--- config.mk ---
export PLATFORM = sky130hd
export DESIGN_NAME = uartrx_ctrl
export DESIGN_NICKNAME = d
export VERILOG_FILES = /design/src/rtl/uartrx_pkg.sv /design/src/rtl/uartrx_ctrl.sv
export SDC_FILE = /design/constraint.sdc
export NUM_CORES = 1
export LEC_CHECK = 0
export BUFFER_PORTS_ARGS = -buffer_cell sky130_fd_sc_hd__buf_2
export CAP_MARGIN = 20
export CELL_PAD_IN_SITES_DETAIL_PLACEMENT = 1
export CELL_PAD_IN_SITES_GLOBAL_PLACEMENT = 1
export CORE_AREA = 3 3 40 42
export CTS_CLUSTER_DIAMETER = 40
export DETAILED_ROUTE_END_ITERATION = 8
export DIE_AREA = 0 0 43 45
export PLACE_DENSITY_LB_ADDON = 0.1
export SYNTH_ARGS = -nofsm -noshare
export SYNTH_HDL_FRONTEND = slang
export SYNTH_SLANG_ARGS = --single-unit
--- constraint.sdc ---
create_clock -name clk -period 1.55 [get_ports clk]
set_input_delay 0.3875 -clock clk [delete_from_list [all_inputs] [get_ports clk]]
set_output_delay 0.3875 -clock clk [all_outputs]
set_load 0.05 [all_outputs]
--- src/rtl/uartrx_pkg.sv ---
`timescale 1ns / 1ps
// ----------------------------------------------------------------------------
// uartrx_pkg
// Shared types and constants for the UART register block with receive buffer.
// ----------------------------------------------------------------------------
package uartrx_pkg;

	// Receive buffer geometry.
	localparam int BUFFER_DEPTH = 1024;
	localparam int PTR_W        = $clog2(BUFFER_DEPTH);
	localparam int CNT_W        = PTR_W + 1;

	// Field widths.
	localparam int CMD_W  = 2;
	localparam int OFS_W  = 10;
	localparam int DATA_W = 16;
	localparam int BYTE_W = 8;

	// Item kinds.
	localparam logic [CMD_W-1:0] CMD_READ  = 2'd0;
	localparam logic [CMD_W-1:0] CMD_WRITE = 2'd1;
	localparam logic [CMD_W-1:0] CMD_RX    = 2'd2;

	// Register offsets.
	localparam logic [OFS_W-1:0] OFS_STATUS  = 10'h000;
	localparam logic [OFS_W-1:0] OFS_DATA    = 10'h004;
	localparam logic [OFS_W-1:0] OFS_CONTROL = 10'h00C;

	// Status and control bit positions.
	localparam int ST_RX_READY_BIT = 5;
	localparam int ST_TX_DONE_BIT  = 6;
	localparam int ST_TX_EMPTY_BIT = 7;
	localparam int CTL_RX_IE_BIT   = 5;
	localparam int CTL_TX_IE_BIT   = 7;

	// Commands from the controller to the datapath.
	typedef struct packed {
		logic exec;        // an item is taken this cycle
		logic pop_start;   // the item pops a stored byte: launch the buffer read
		logic pop_finish;  // buffer read data is valid: capture it as read data
	} dp_cmd_t;

	// Status from the datapath to the controller.
	typedef struct packed {
		logic buf_empty;
	} dp_status_t;

endpackage

--- src/rtl/uartrx_ctrl.sv ---
`timescale 1ns / 1ps
// ----------------------------------------------------------------------------
// uartrx_ctrl
// Handshake controller: takes items, sequences buffer pops, owns output valid.
// ----------------------------------------------------------------------------
module uartrx_ctrl (
	input  logic                           clk,
	input  logic                           arst_n,
	input  logic                           in_valid,
	output logic                           in_ready,
	output logic                           out_valid,
	input  logic                           out_ready,
	input  logic [uartrx_pkg::CMD_W-1:0]   cmd,
	input  logic [uartrx_pkg::OFS_W-1:0]   reg_offset,
	input  uartrx_pkg::dp_status_t         dp_status,
	output uartrx_pkg::dp_cmd_t            dp_cmd
);

	typedef enum logic {
		S_IDLE,
		S_POP
	} state_t;

	state_t state_q;
	logic   out_valid_q;
	logic   is_pop;

	assign is_pop = (cmd == uartrx_pkg::CMD_READ) && (reg_offset == uartrx_pkg::OFS_DATA);

	// A new item may enter once no pop is in flight and the result register is free or being emptied.
	assign in_ready = (state_q == S_IDLE) && (!out_valid_q || out_ready);

	always_comb begin
		dp_cmd.exec       = in_valid && in_ready;
		dp_cmd.pop_start  = dp_cmd.exec && is_pop && !dp_status.buf_empty;
		dp_cmd.pop_finish = (state_q == S_POP);
	end

	always_ff @(posedge clk or negedge arst_n) begin
		if (!arst_n) begin
			state_q     <= S_IDLE;
			out_valid_q <= 1'b0;
		end else begin
			unique case (state_q)
				S_IDLE: begin
					if (dp_cmd.pop_start) begin
						state_q     <= S_POP;
						out_valid_q <= 1'b0;
					end else if (dp_cmd.exec) begin
						out_valid_q <= 1'b1;
					end else if (out_ready) begin
						out_valid_q <= 1'b0;
					end
				end
				S_POP: begin
					state_q     <= S_IDLE;
					out_valid_q <= 1'b1;
				end
				default: begin
					state_q <= S_IDLE;
				end
			endcase
		end
	end

	assign out_valid = out_valid_q;

	// While a pop is in flight the result register must be empty.
	a_pop_out_empty: assert property (@(posedge clk) disable iff (!arst_n)
		(state_q == S_POP) |-> !out_valid_q)
		else $error("pop in flight while a result is pending");

endmodule

Word level (Yosys, flattened, before mapping)
Index checks and enable logic that the tools add are counted.
Cells by class
  equality and inequality tests: 2
  multiplexer cells: 6
  bitwise gates (word level): 1
  reduce and logical (&&, ||, !) cells: 9
Operator list (count)
  $eq 10x3->1 const B: 1
  $logic_and 1x1->1: 5
  $mux 1: 4
  $ne 4x4->1 const B: 1
  $pmux 1 s2: 2
  $logic_not 1->1: 2
  $logic_not 2->1: 1
  $logic_or 1x1->1: 1
  $not 1->1: 1
Word-level totals
  register bits: 2
  input bits: 17
  output and inout bits: 5
  logic and storage cells: 20

Depth between registers and ports, before layout
Gate-level depths: netlist of the first run.
  depth in word-level cells: 8
  depth in mapped cells: 3

Worst setup path after synthesis of the first run
OpenSTA, ideal clock, no wires.
  kind: reg-to-output
  start: register out_valid_q (netlist: out_valid)
  end: output dp_cmd[1] in the netlist's numbering
  arrival time: 2112 ps
  required time: 1162 ps
  path slack: -950 ps
  cell stages (with the launch flop): 3
  path through: dfrtp_1 a21oi_1 and3_1
RTL lines
  from (decl): RTL line uartrx_ctrl.sv:25  | logic out_valid_q;
  from (signal assigned): RTL line uartrx_ctrl.sv:42  | out_valid_q <= 1'b0;
  from (signal assigned): RTL line uartrx_ctrl.sv:48  | out_valid_q <= 1'b0;
  from (signal assigned): RTL line uartrx_ctrl.sv:50  | out_valid_q <= 1'b1;
  to (decl): RTL line uartrx_ctrl.sv:16  | output uartrx_pkg::dp_cmd_t dp_cmd

==> flow_summary.ini, run 1 <==
[status]
outcome = finished with violations
violations = setup timing

[timing]
setup_violations = 1
max-slew-margin-rel_pct = 83.6
setup_ws_ns = -0.143
rsz0062_at_grt = true
finalHoldViolCount = 0
drv_slew = 0
worst_clock_skew_ns = 0.00861
min_period_ns = 1.69
tns_ns = -0.143
fmax_mhz = 591
post-route-period-util_pct = 109
tightest_slew_ns = 0.247

[clocking]
root_buffer = clkbuf_4
cts_sinks = 2
h-tree-depth = 1
clk_latency_ns = 0.23
cts_buffers = 3
clkTransAtPathRegs_ns = 0.04
cts_setup_buffers = 0
cts_tree = yes
cts_max_path_buffers = 2

[global_routing]
grt_pass1_wl_um = 876
grt_max_degree = 6
antenna_found_initial = 0
grt_pass1_vias = 260
track_usage_pct = 6.57
grt_remaining_overflow = 0

[power_and_ir_drop]
p_leak_nw = 0.182
comb_power_share_pct = 28.0
p_clk_share_pct = 49.9
power.switching_mw = 0.0710
p_seq_share_pct = 22.1
pwr_density_cell_mw_per_mm2 = 726
switching_share_pct = 27.7
ir_drop_mv = 0.217
p_int_mw = 0.185
power.total_mw = 0.256

[routing]
first_pass_iters = 1
drtIter0Drc = 0
vias = 211
viasPerCell = 3.84
wl_per_cell_um = 9.09
antenna_left = 0
routed_wl_um = 500
drc = 0

[critical_path]
rrSetupSlack_ns = 0.72
crit_required_ns = 1.16
startpoint_type = primary input
setup.worst_path.end_class = output pin
cp_max_fo = 3
critPathLaunch = reg_offset[0]
crit_end = dp_cmd[1]
cp_slowest_cell = and4_1
rr_startpoint = out_valid$_DFFE_PN0P_
path_cells = buf_6, nor4b_4, and4_1, and3_4, buf_8
reg2reg_depth = 2
max_stage_delay_ns = 0.25
rr_endpoint = state_q$_DFF_PN0_
path_delay_family = simple AND/OR/NAND/NOR gates
crit_arrival_ns = 1.31
path_depth = 5
path_class = primary input to output pin
critical_path_buf_inv_count = 2

[final_layout]
area_growth_pct = 166
drive_gt1_share_pct = 75.0
postLayoutCellArea_um2 = 353
nFillCells = 164
stdcell_count = 55
nets = 58
insertedDiodeCount = 0

[die]
boundaryPins = 22
rows = 13
fp.coreArea_mm2 = 0.00128
fp.dieH_um = 45
die-area_mm2 = 0.00194
die_x_um = 43
initial_core_util_pct = 10.3

[synth]
synth-simple-area-share_pct = 43.4
synth_mux_area_share_pct = 0
syn_area_um2 = 133
avgSynthCellArea_um2 = 8.84
yosys_warnings = 0
synth_top_family_by_area = simple AND/OR/NAND/NOR gates
synth-adder-area-share_pct = 0
syn_inst = 15
synth-xor-area-share_pct = 0
async_flop_share_pct = 100
synth_commonest_cells = and3_1, dfrtp_1, inv_1
synth_fp_nets = 32
ys_types = 12
yosysTopAreaCell = dfrtp_1
synth-compound-area-share_pct = 7.55
ys_ff_latch = 2
synthDominantCellAreaShare_pct = 37.7
synth_ff_type = dfrtp_1
ys_seq_area_share_pct = 37.7
synth-edff-count = 0
synthTopCellsByArea = dfrtp_1, nor4b_2, and3_1

[min_path]
hold_path_class = primary input to register

[placement]
place.gp.congestion = 0.674
port_buffers = 21
dp_hpwl_um = 442
placed_area_um2 = 269
place_inst = 50

[flow_run]
drv_cap = 0
## final cells by class
type                    instances  area [µm²]  share of cell area (%)
well taps                      15        18.8                    5.32
clock buffers                   4        26.3                    7.45
multi-input cells              10         101                    28.7
inverters                       2        7.51                    2.13
flip-flops and latches          2        51.3                    14.5
repair buffers                 22         148                    41.8
## cell usage in the layout, fill, tap and decap left out, types with 2 or more instances in the layout
cell type and n:
buf_6 2, buf_8 2, clkbuf_4 3, inv_1 2, buf_2 17
## cells by family (layout without fill, tap and decap cells)
| logic type | Yosys count | in the layout |
|---|---|---|
| AND/OR/NAND/NOR | 8 | 8 |
| AO/OA/AOI/OAI | 2 | 2 |
| buffers and inverters | 3 | 28 |
| flip-flops | 2 | 2 |
## metrics by stage
stage	hold slack [ns]	util, %	setup WS [ns]
floorplan	0.0919	-	-0.121
global placement	0.172	20.9	-0.263
detailed placement	0.175	20.9	-0.293
CTS	0.449	27.2	-0.161
global route	0.456	27.5	-0.198
finish	0.456	27.5	-0.143
## worst min-delay path, cell delays in order
cell,delay (ns)
buf_2,0.12
inv_1,0.05
o21ai_0,0.08
## worst min-delay path by stage
stage	startpoint	to	slack (ns)	cells after the start
finish	in_valid	out_valid$_DFFE_PN0P_	0.46	3
global route	in_valid	state_q$_DFF_PN0_	0.46	2
CTS	in_valid	state_q$_DFF_PN0_	0.45	2
detailed placement	arst_n	state_q$_DFF_PN0_	0.18	1
global placement	arst_n	state_q$_DFF_PN0_	0.17	1
floorplan	arst_n	out_valid$_DFFE_PN0P_	0.09	0
## registers in the layout, indices dropped and copies added, names as in the netlist
signal     count
state_q        1
out_valid      1
## power groups by stage
stage               combinational, mW  sequential, mW  clock [mW]
detailed placement             0.0590          0.0572           0
global placement               0.0584          0.0569           0
floorplan                      0.0248          0.0634           0
global route                   0.0767          0.0568       0.145
finish                         0.0717          0.0565       0.128
CTS                            0.0708          0.0566       0.137
## layer usage
metal	share of wire, %	global-route usage [%]	wire [µm]	vias up
met5	0	0	0	-
met4	0	9.04	0	0
met3	14	1.20	72	0
met2	55	11.7	276	17
met1	30	5.28	150	91
li1	-	-	-	103
## timing repair
action | CTS | global route
endpoints found under the setup margin | 2 | 2
pin swaps | 3 | 0
hold buffers | 1 | 0
endpoints found under the hold margin | 2 | 0
gates resized for setup | 9 | 1
Note: power is estimated with default switching activity, not from simulation.
==> inputs of run 2 (changes only) <==
Clock period 1.55 ns to 1.4 ns, I/O delays scaled along.
==> run 2 against run 1 <==
Power increased by 16%. Sequential power increased by 11%. First-iteration DRC count unchanged. The flow still finishes with violations (setup timing).
==> flow_summary.ini, run 2 (synthesis gave the netlist of run 1 again) <==
[critical_path]
cp_max_fo = 3
crit_arrival_ns = 1.27
startpoint_type = primary input
reg2reg_depth = 2
crit_required_ns = 1.05
path_class = primary input to output pin
rrSetupSlack_ns = 0.58
path_cells = buf_6, nor4b_4, and4_4, and3_4, buf_8
cp_slowest_cell = nor4b_4
rr_startpoint = out_valid$_DFFE_PN0P_
setup.worst_path.end_class = output pin
rr_endpoint = state_q$_DFF_PN0_
max_stage_delay_ns = 0.26

[timing]
finalHoldViolCount = 0
rsz0062_at_grt = true
min_period_ns = 1.62
max-slew-margin-rel_pct = 83.5
post-route-period-util_pct = 116
worst_clock_skew_ns = 0.00460
setup_violations = 3
setup_ws_ns = -0.221
tightest_slew_ns = 0.249
drv_slew = 0
fmax_mhz = 617

[final_layout]
insertedDiodeCount = 0
postLayoutCellArea_um2 = 385
layout_common_cells = buf_2, buf_6, clkbuf_4, buf_8, inv_1
stdcell_count = 56
area_growth_pct = 191
nets = 59
layout_commonest_cell = buf_2
drive_gt1_share_pct = 78.0
nFillCells = 167

[global_routing]
antenna_found_initial = 0
grt_pass1_vias = 258
grt_remaining_overflow = 0
track_usage_pct = 6.83
grt_max_degree = 6
grt_pass1_wl_um = 931

[power_and_ir_drop]
pwr_density_cell_mw_per_mm2 = 772
ir_drop_mv = 0.249
power.total_mw = 0.297
p_leak_nw = 0.196

[routing]
wl_per_cell_um = 9.70
viasPerCell = 3.88
drtIter0Drc = 0
vias = 217
routed_wl_um = 543
drc = 0
first_pass_iters = 1
antenna_left = 0

[placement]
port_buffers = 21
dp_hpwl_um = 480
place.gp.congestion = 0.675
placed_area_um2 = 269
place_inst = 50
pre_cts_slack_ns = -0.363

[status]
outcome = finished with violations
violations = setup timing

[flow_run]
drv_cap = 0

[clocking]
cts_tree = yes
clkTransAtPathRegs_ns = 0.03
cts_buffers = 3
h-tree-depth = 1
root_buffer = clkbuf_4
clk_latency_ns = 0.23
cts_max_path_buffers = 2
cts_sinks = 2

[die]
initial_core_util_pct = 10.3
fp.coreArea_mm2 = 0.00128
boundaryPins = 22
rows = 13
die_x_um = 43
fp.dieH_um = 45
die-area_mm2 = 0.00194

[min_path]
min_path_cells = 3
hold_path_class = primary input to register
hold_end = out_valid$_DFFE_PN0P_
hold_start = in_valid
-- run 2: final cells by class --
cell class | instances | area (µm²) | share of cell area [%]
sequential | 2 | 51.3 | 13.3
inverter | 2 | 7.51 | 1.95
tap | 15 | 18.8 | 4.87
timing repair buffer | 23 | 178 | 46.1
multi-input combinational | 10 | 104 | 26.9
clock buffer | 4 | 26.3 | 6.82
-- run 2: metal layers --
| metal | vias to the layer above | global-route usage (%) | wire [µm] |
|---|---|---|---|
| li1 | 105 | - | - |
| met1 | 95 | 5.30 | 148 |
| met2 | 17 | 13.2 | 313 |
| met3 | 0 | 1.59 | 81 |
| met4 | 0 | 7.23 | 0 |
| met5 | - | 0 | 0 |
-- run 2: repair_timing --
item	CTS	global route
endpoints found under the hold margin	2	0
pin swaps	4	0
hold buffers	1	0
setup endpoints to repair	3	3
resized for setup	12	5
buffers inserted	0	1
-- run 2: report_power, final --
group | switching (mW) | total [mW] | internal, mW
logic | 0.0424 | 0.0906 | 0.0482
registers | 0.00203 | 0.0626 | 0.0606
clock network | 0.0380 | 0.144 | 0.106
-- run 2: worst max path at each step --
stage	start	end	slack (ns)
3_3_place_gp	reg_offset[1]	dp_cmd[1]	-0.35
6_report	reg_offset[3]	dp_cmd[1]	-0.22
3_5_place_dp	reg_offset[1]	dp_cmd[1]	-0.36
5_1_grt	reg_offset[3]	dp_cmd[1]	-0.27
4_1_cts	reg_offset[3]	dp_cmd[1]	-0.23
2_1_floorplan	out_valid$_DFFE_PN0P_	dp_cmd[1]	-0.23
-- run 2: critical path, delay by kind of cell --
kind,cells,cell delay [ns]
buf+inv,2,0.23
simple gates,3,0.69
-- run 2: per-stage QoR --
step | setup TNS, ns | hold WS, ns | utilization [%]
after global routing | -0.476 | 0.432 | 30.0
final | -0.317 | 0.402 | 30.0
after floorplan | -0.423 | 0.0544 | -
after detailed placement | -0.385 | 0.136 | 20.9
after global placement | -0.362 | 0.135 | 20.9
after CTS | -0.387 | 0.407 | 28.4
==> inputs of run 3 (changes only) <==
Settings changed: RECOVER_POWER from default to 25.
==> run 3 against run 2 <==
The run still ends with setup timing left. Clock power hardly changed. Power fell by 0.13%. Maximum frequency stayed put. Register-to-register slack barely moved. Die area is the same. Global-route usage unchanged. Critical path depth did not move. Largest cell class unchanged.
==> flow_summary.ini, run 3 (synthesis gave the netlist of run 1 again) <==
[status]
outcome = finished with violations
violations = setup timing

[final_layout]
postLayoutCellArea_um2 = 384
stdcell_count = 56
area_growth_pct = 190
insertedDiodeCount = 0
nets = 59
layout_commonest_cell = buf_2
regArea_um2 = 51.3
drive_gt1_share_pct = 75.6
layout_common_cells = buf_2, buf_6, clkbuf_4, buf_8
nFillCells = 168
multi_input_area_um2 = 104

[clocking]
root_buffer = clkbuf_4
cts_max_path_buffers = 2
cts_buffers = 3
clk_latency_ns = 0.23
cts_sinks = 2
clkTransAtPathRegs_ns = 0.03
cts_tree = yes
h-tree-depth = 1

[critical_path]
crit_arrival_ns = 1.27
cp_max_fo = 3
crit_required_ns = 1.05
startpoint_type = primary input
reg2reg_depth = 2
setup.worst_path.end_class = output pin
rrSetupSlack_ns = 0.58
rr_startpoint = out_valid$_DFFE_PN0P_
rr_endpoint = state_q$_DFF_PN0_
path_class = primary input to output pin

[min_path]
min_path_cells = 3
hold_start = in_valid
hold_path_class = primary input to register
hold_end = out_valid$_DFFE_PN0P_

[global_routing]
antenna_found_initial = 0
grt_pass1_vias = 258
grt_remaining_overflow = 0
grt_pass1_wl_um = 931
grt_max_degree = 6
track_usage_pct = 6.83

[power_and_ir_drop]
p_int_mw = 0.215
power.switching_mw = 0.0824
pwr_density_cell_mw_per_mm2 = 773
switching_share_pct = 27.7
comb_power_share_pct = 30.4
p_seq_share_pct = 21.1
p_clk_share_pct = 48.6
power.total_mw = 0.297
ir_drop_mv = 0.249
p_leak_nw = 0.193

[timing]
post-route-period-util_pct = 116
worst_clock_skew_ns = 0.00459
drv_slew = 0
finalHoldViolCount = 0
max-slew-margin-rel_pct = 83.5
min_period_ns = 1.62
rsz0062_at_grt = true
setup_ws_ns = -0.221
tightest_slew_ns = 0.248
setup_violations = 3
fmax_mhz = 617

[die]
fp.coreArea_mm2 = 0.00128
initial_core_util_pct = 10.3
fp.dieH_um = 45
rows = 13
boundaryPins = 22
die-area_mm2 = 0.00194
die_x_um = 43

[routing]
drtIter0Drc = 0
routed_wl_um = 540
wl_per_cell_um = 9.64
drc = 0
first_pass_iters = 1
antenna_left = 0
viasPerCell = 3.88
vias = 217

[flow_run]
drv_cap = 0

[placement]
port_buffers = 21
place_inst = 50
placed_area_um2 = 269
place.gp.congestion = 0.675
dp_hpwl_um = 480
==> run 3: worst max path at each step <==
stage | startpoint | endpoint
6_report | reg_offset[3] | dp_cmd[1]
5_1_grt | reg_offset[3] | dp_cmd[1]
2_1_floorplan | out_valid$_DFFE_PN0P_ | dp_cmd[1]
3_5_place_dp | reg_offset[1] | dp_cmd[1]
4_1_cts | reg_offset[3] | dp_cmd[1]
3_3_place_gp | reg_offset[1] | dp_cmd[1]
==> run 3: per-stage QoR <==
step	TNS, ns	hold slack (ns)	utilization (%)	setup slack (ns)
2_1_floorplan	-0.423	0.0544	-	-0.234
3_3_place_gp	-0.362	0.135	20.9	-0.355
3_5_place_dp	-0.385	0.136	20.9	-0.363
4_1_cts	-0.387	0.407	28.4	-0.234
5_1_grt	-0.476	0.432	29.9	-0.266
6_report	-0.317	0.402	29.9	-0.221
==> run 3: final cells by class <==
cell class / instances / area share [%]
timing repair buffer: 23 / 45.9
multi-input combinational: 10 / 27.0
sequential: 2 / 13.4
clock buffer: 4 / 6.84
tap: 15 / 4.89
inverter: 2 / 1.95
==> run 3: repair_timing <==
| action | in CTS | in global routing |
|---|---|---|
| hold buffers | 1 | 0 |
| cloned | 0 | 0 |
| endpoints found under the hold margin | 2 | 0 |
| setup endpoints to repair | 3 | 3 |
| resized for setup | 12 | 5 |
| buffers inserted | 0 | 1 |
| pin swaps | 4 | 0 |
==> run 3: per-layer routing <==
| layer | vias to the layer above | track usage (%) | part of all wire, % | routed length (µm) |
|---|---|---|---|---|
| met1 | 95 | 5.30 | 27 | 145 |
| met2 | 17 | 13.2 | 58 | 313 |
| met3 | 0 | 1.59 | 15 | 81 |
| li1 | 105 | - | - | - |
| met5 | - | 0 | 0 | 0 |
| met4 | 0 | 7.23 | 0 | 0 |
==> run 3: worst max-delay path, stage by stage <==
cell and delay (ns):
buf_6 0.09, nor4b_4 0.26, and4_4 0.25, and3_4 0.18, buf_8 0.14
==> run 3: power groups by stage <==
| stage | logic (mW) | registers, mW | clock network, mW |
|---|---|---|---|
| CTS | 0.0838 | 0.0627 | 0.154 |
| global route | 0.0975 | 0.0628 | 0.157 |
| floorplan | 0.0275 | 0.0702 | 0 |
| detailed placement | 0.0656 | 0.0634 | 0 |
| finish | 0.0902 | 0.0626 | 0.144 |
| global placement | 0.0647 | 0.0630 | 0 |
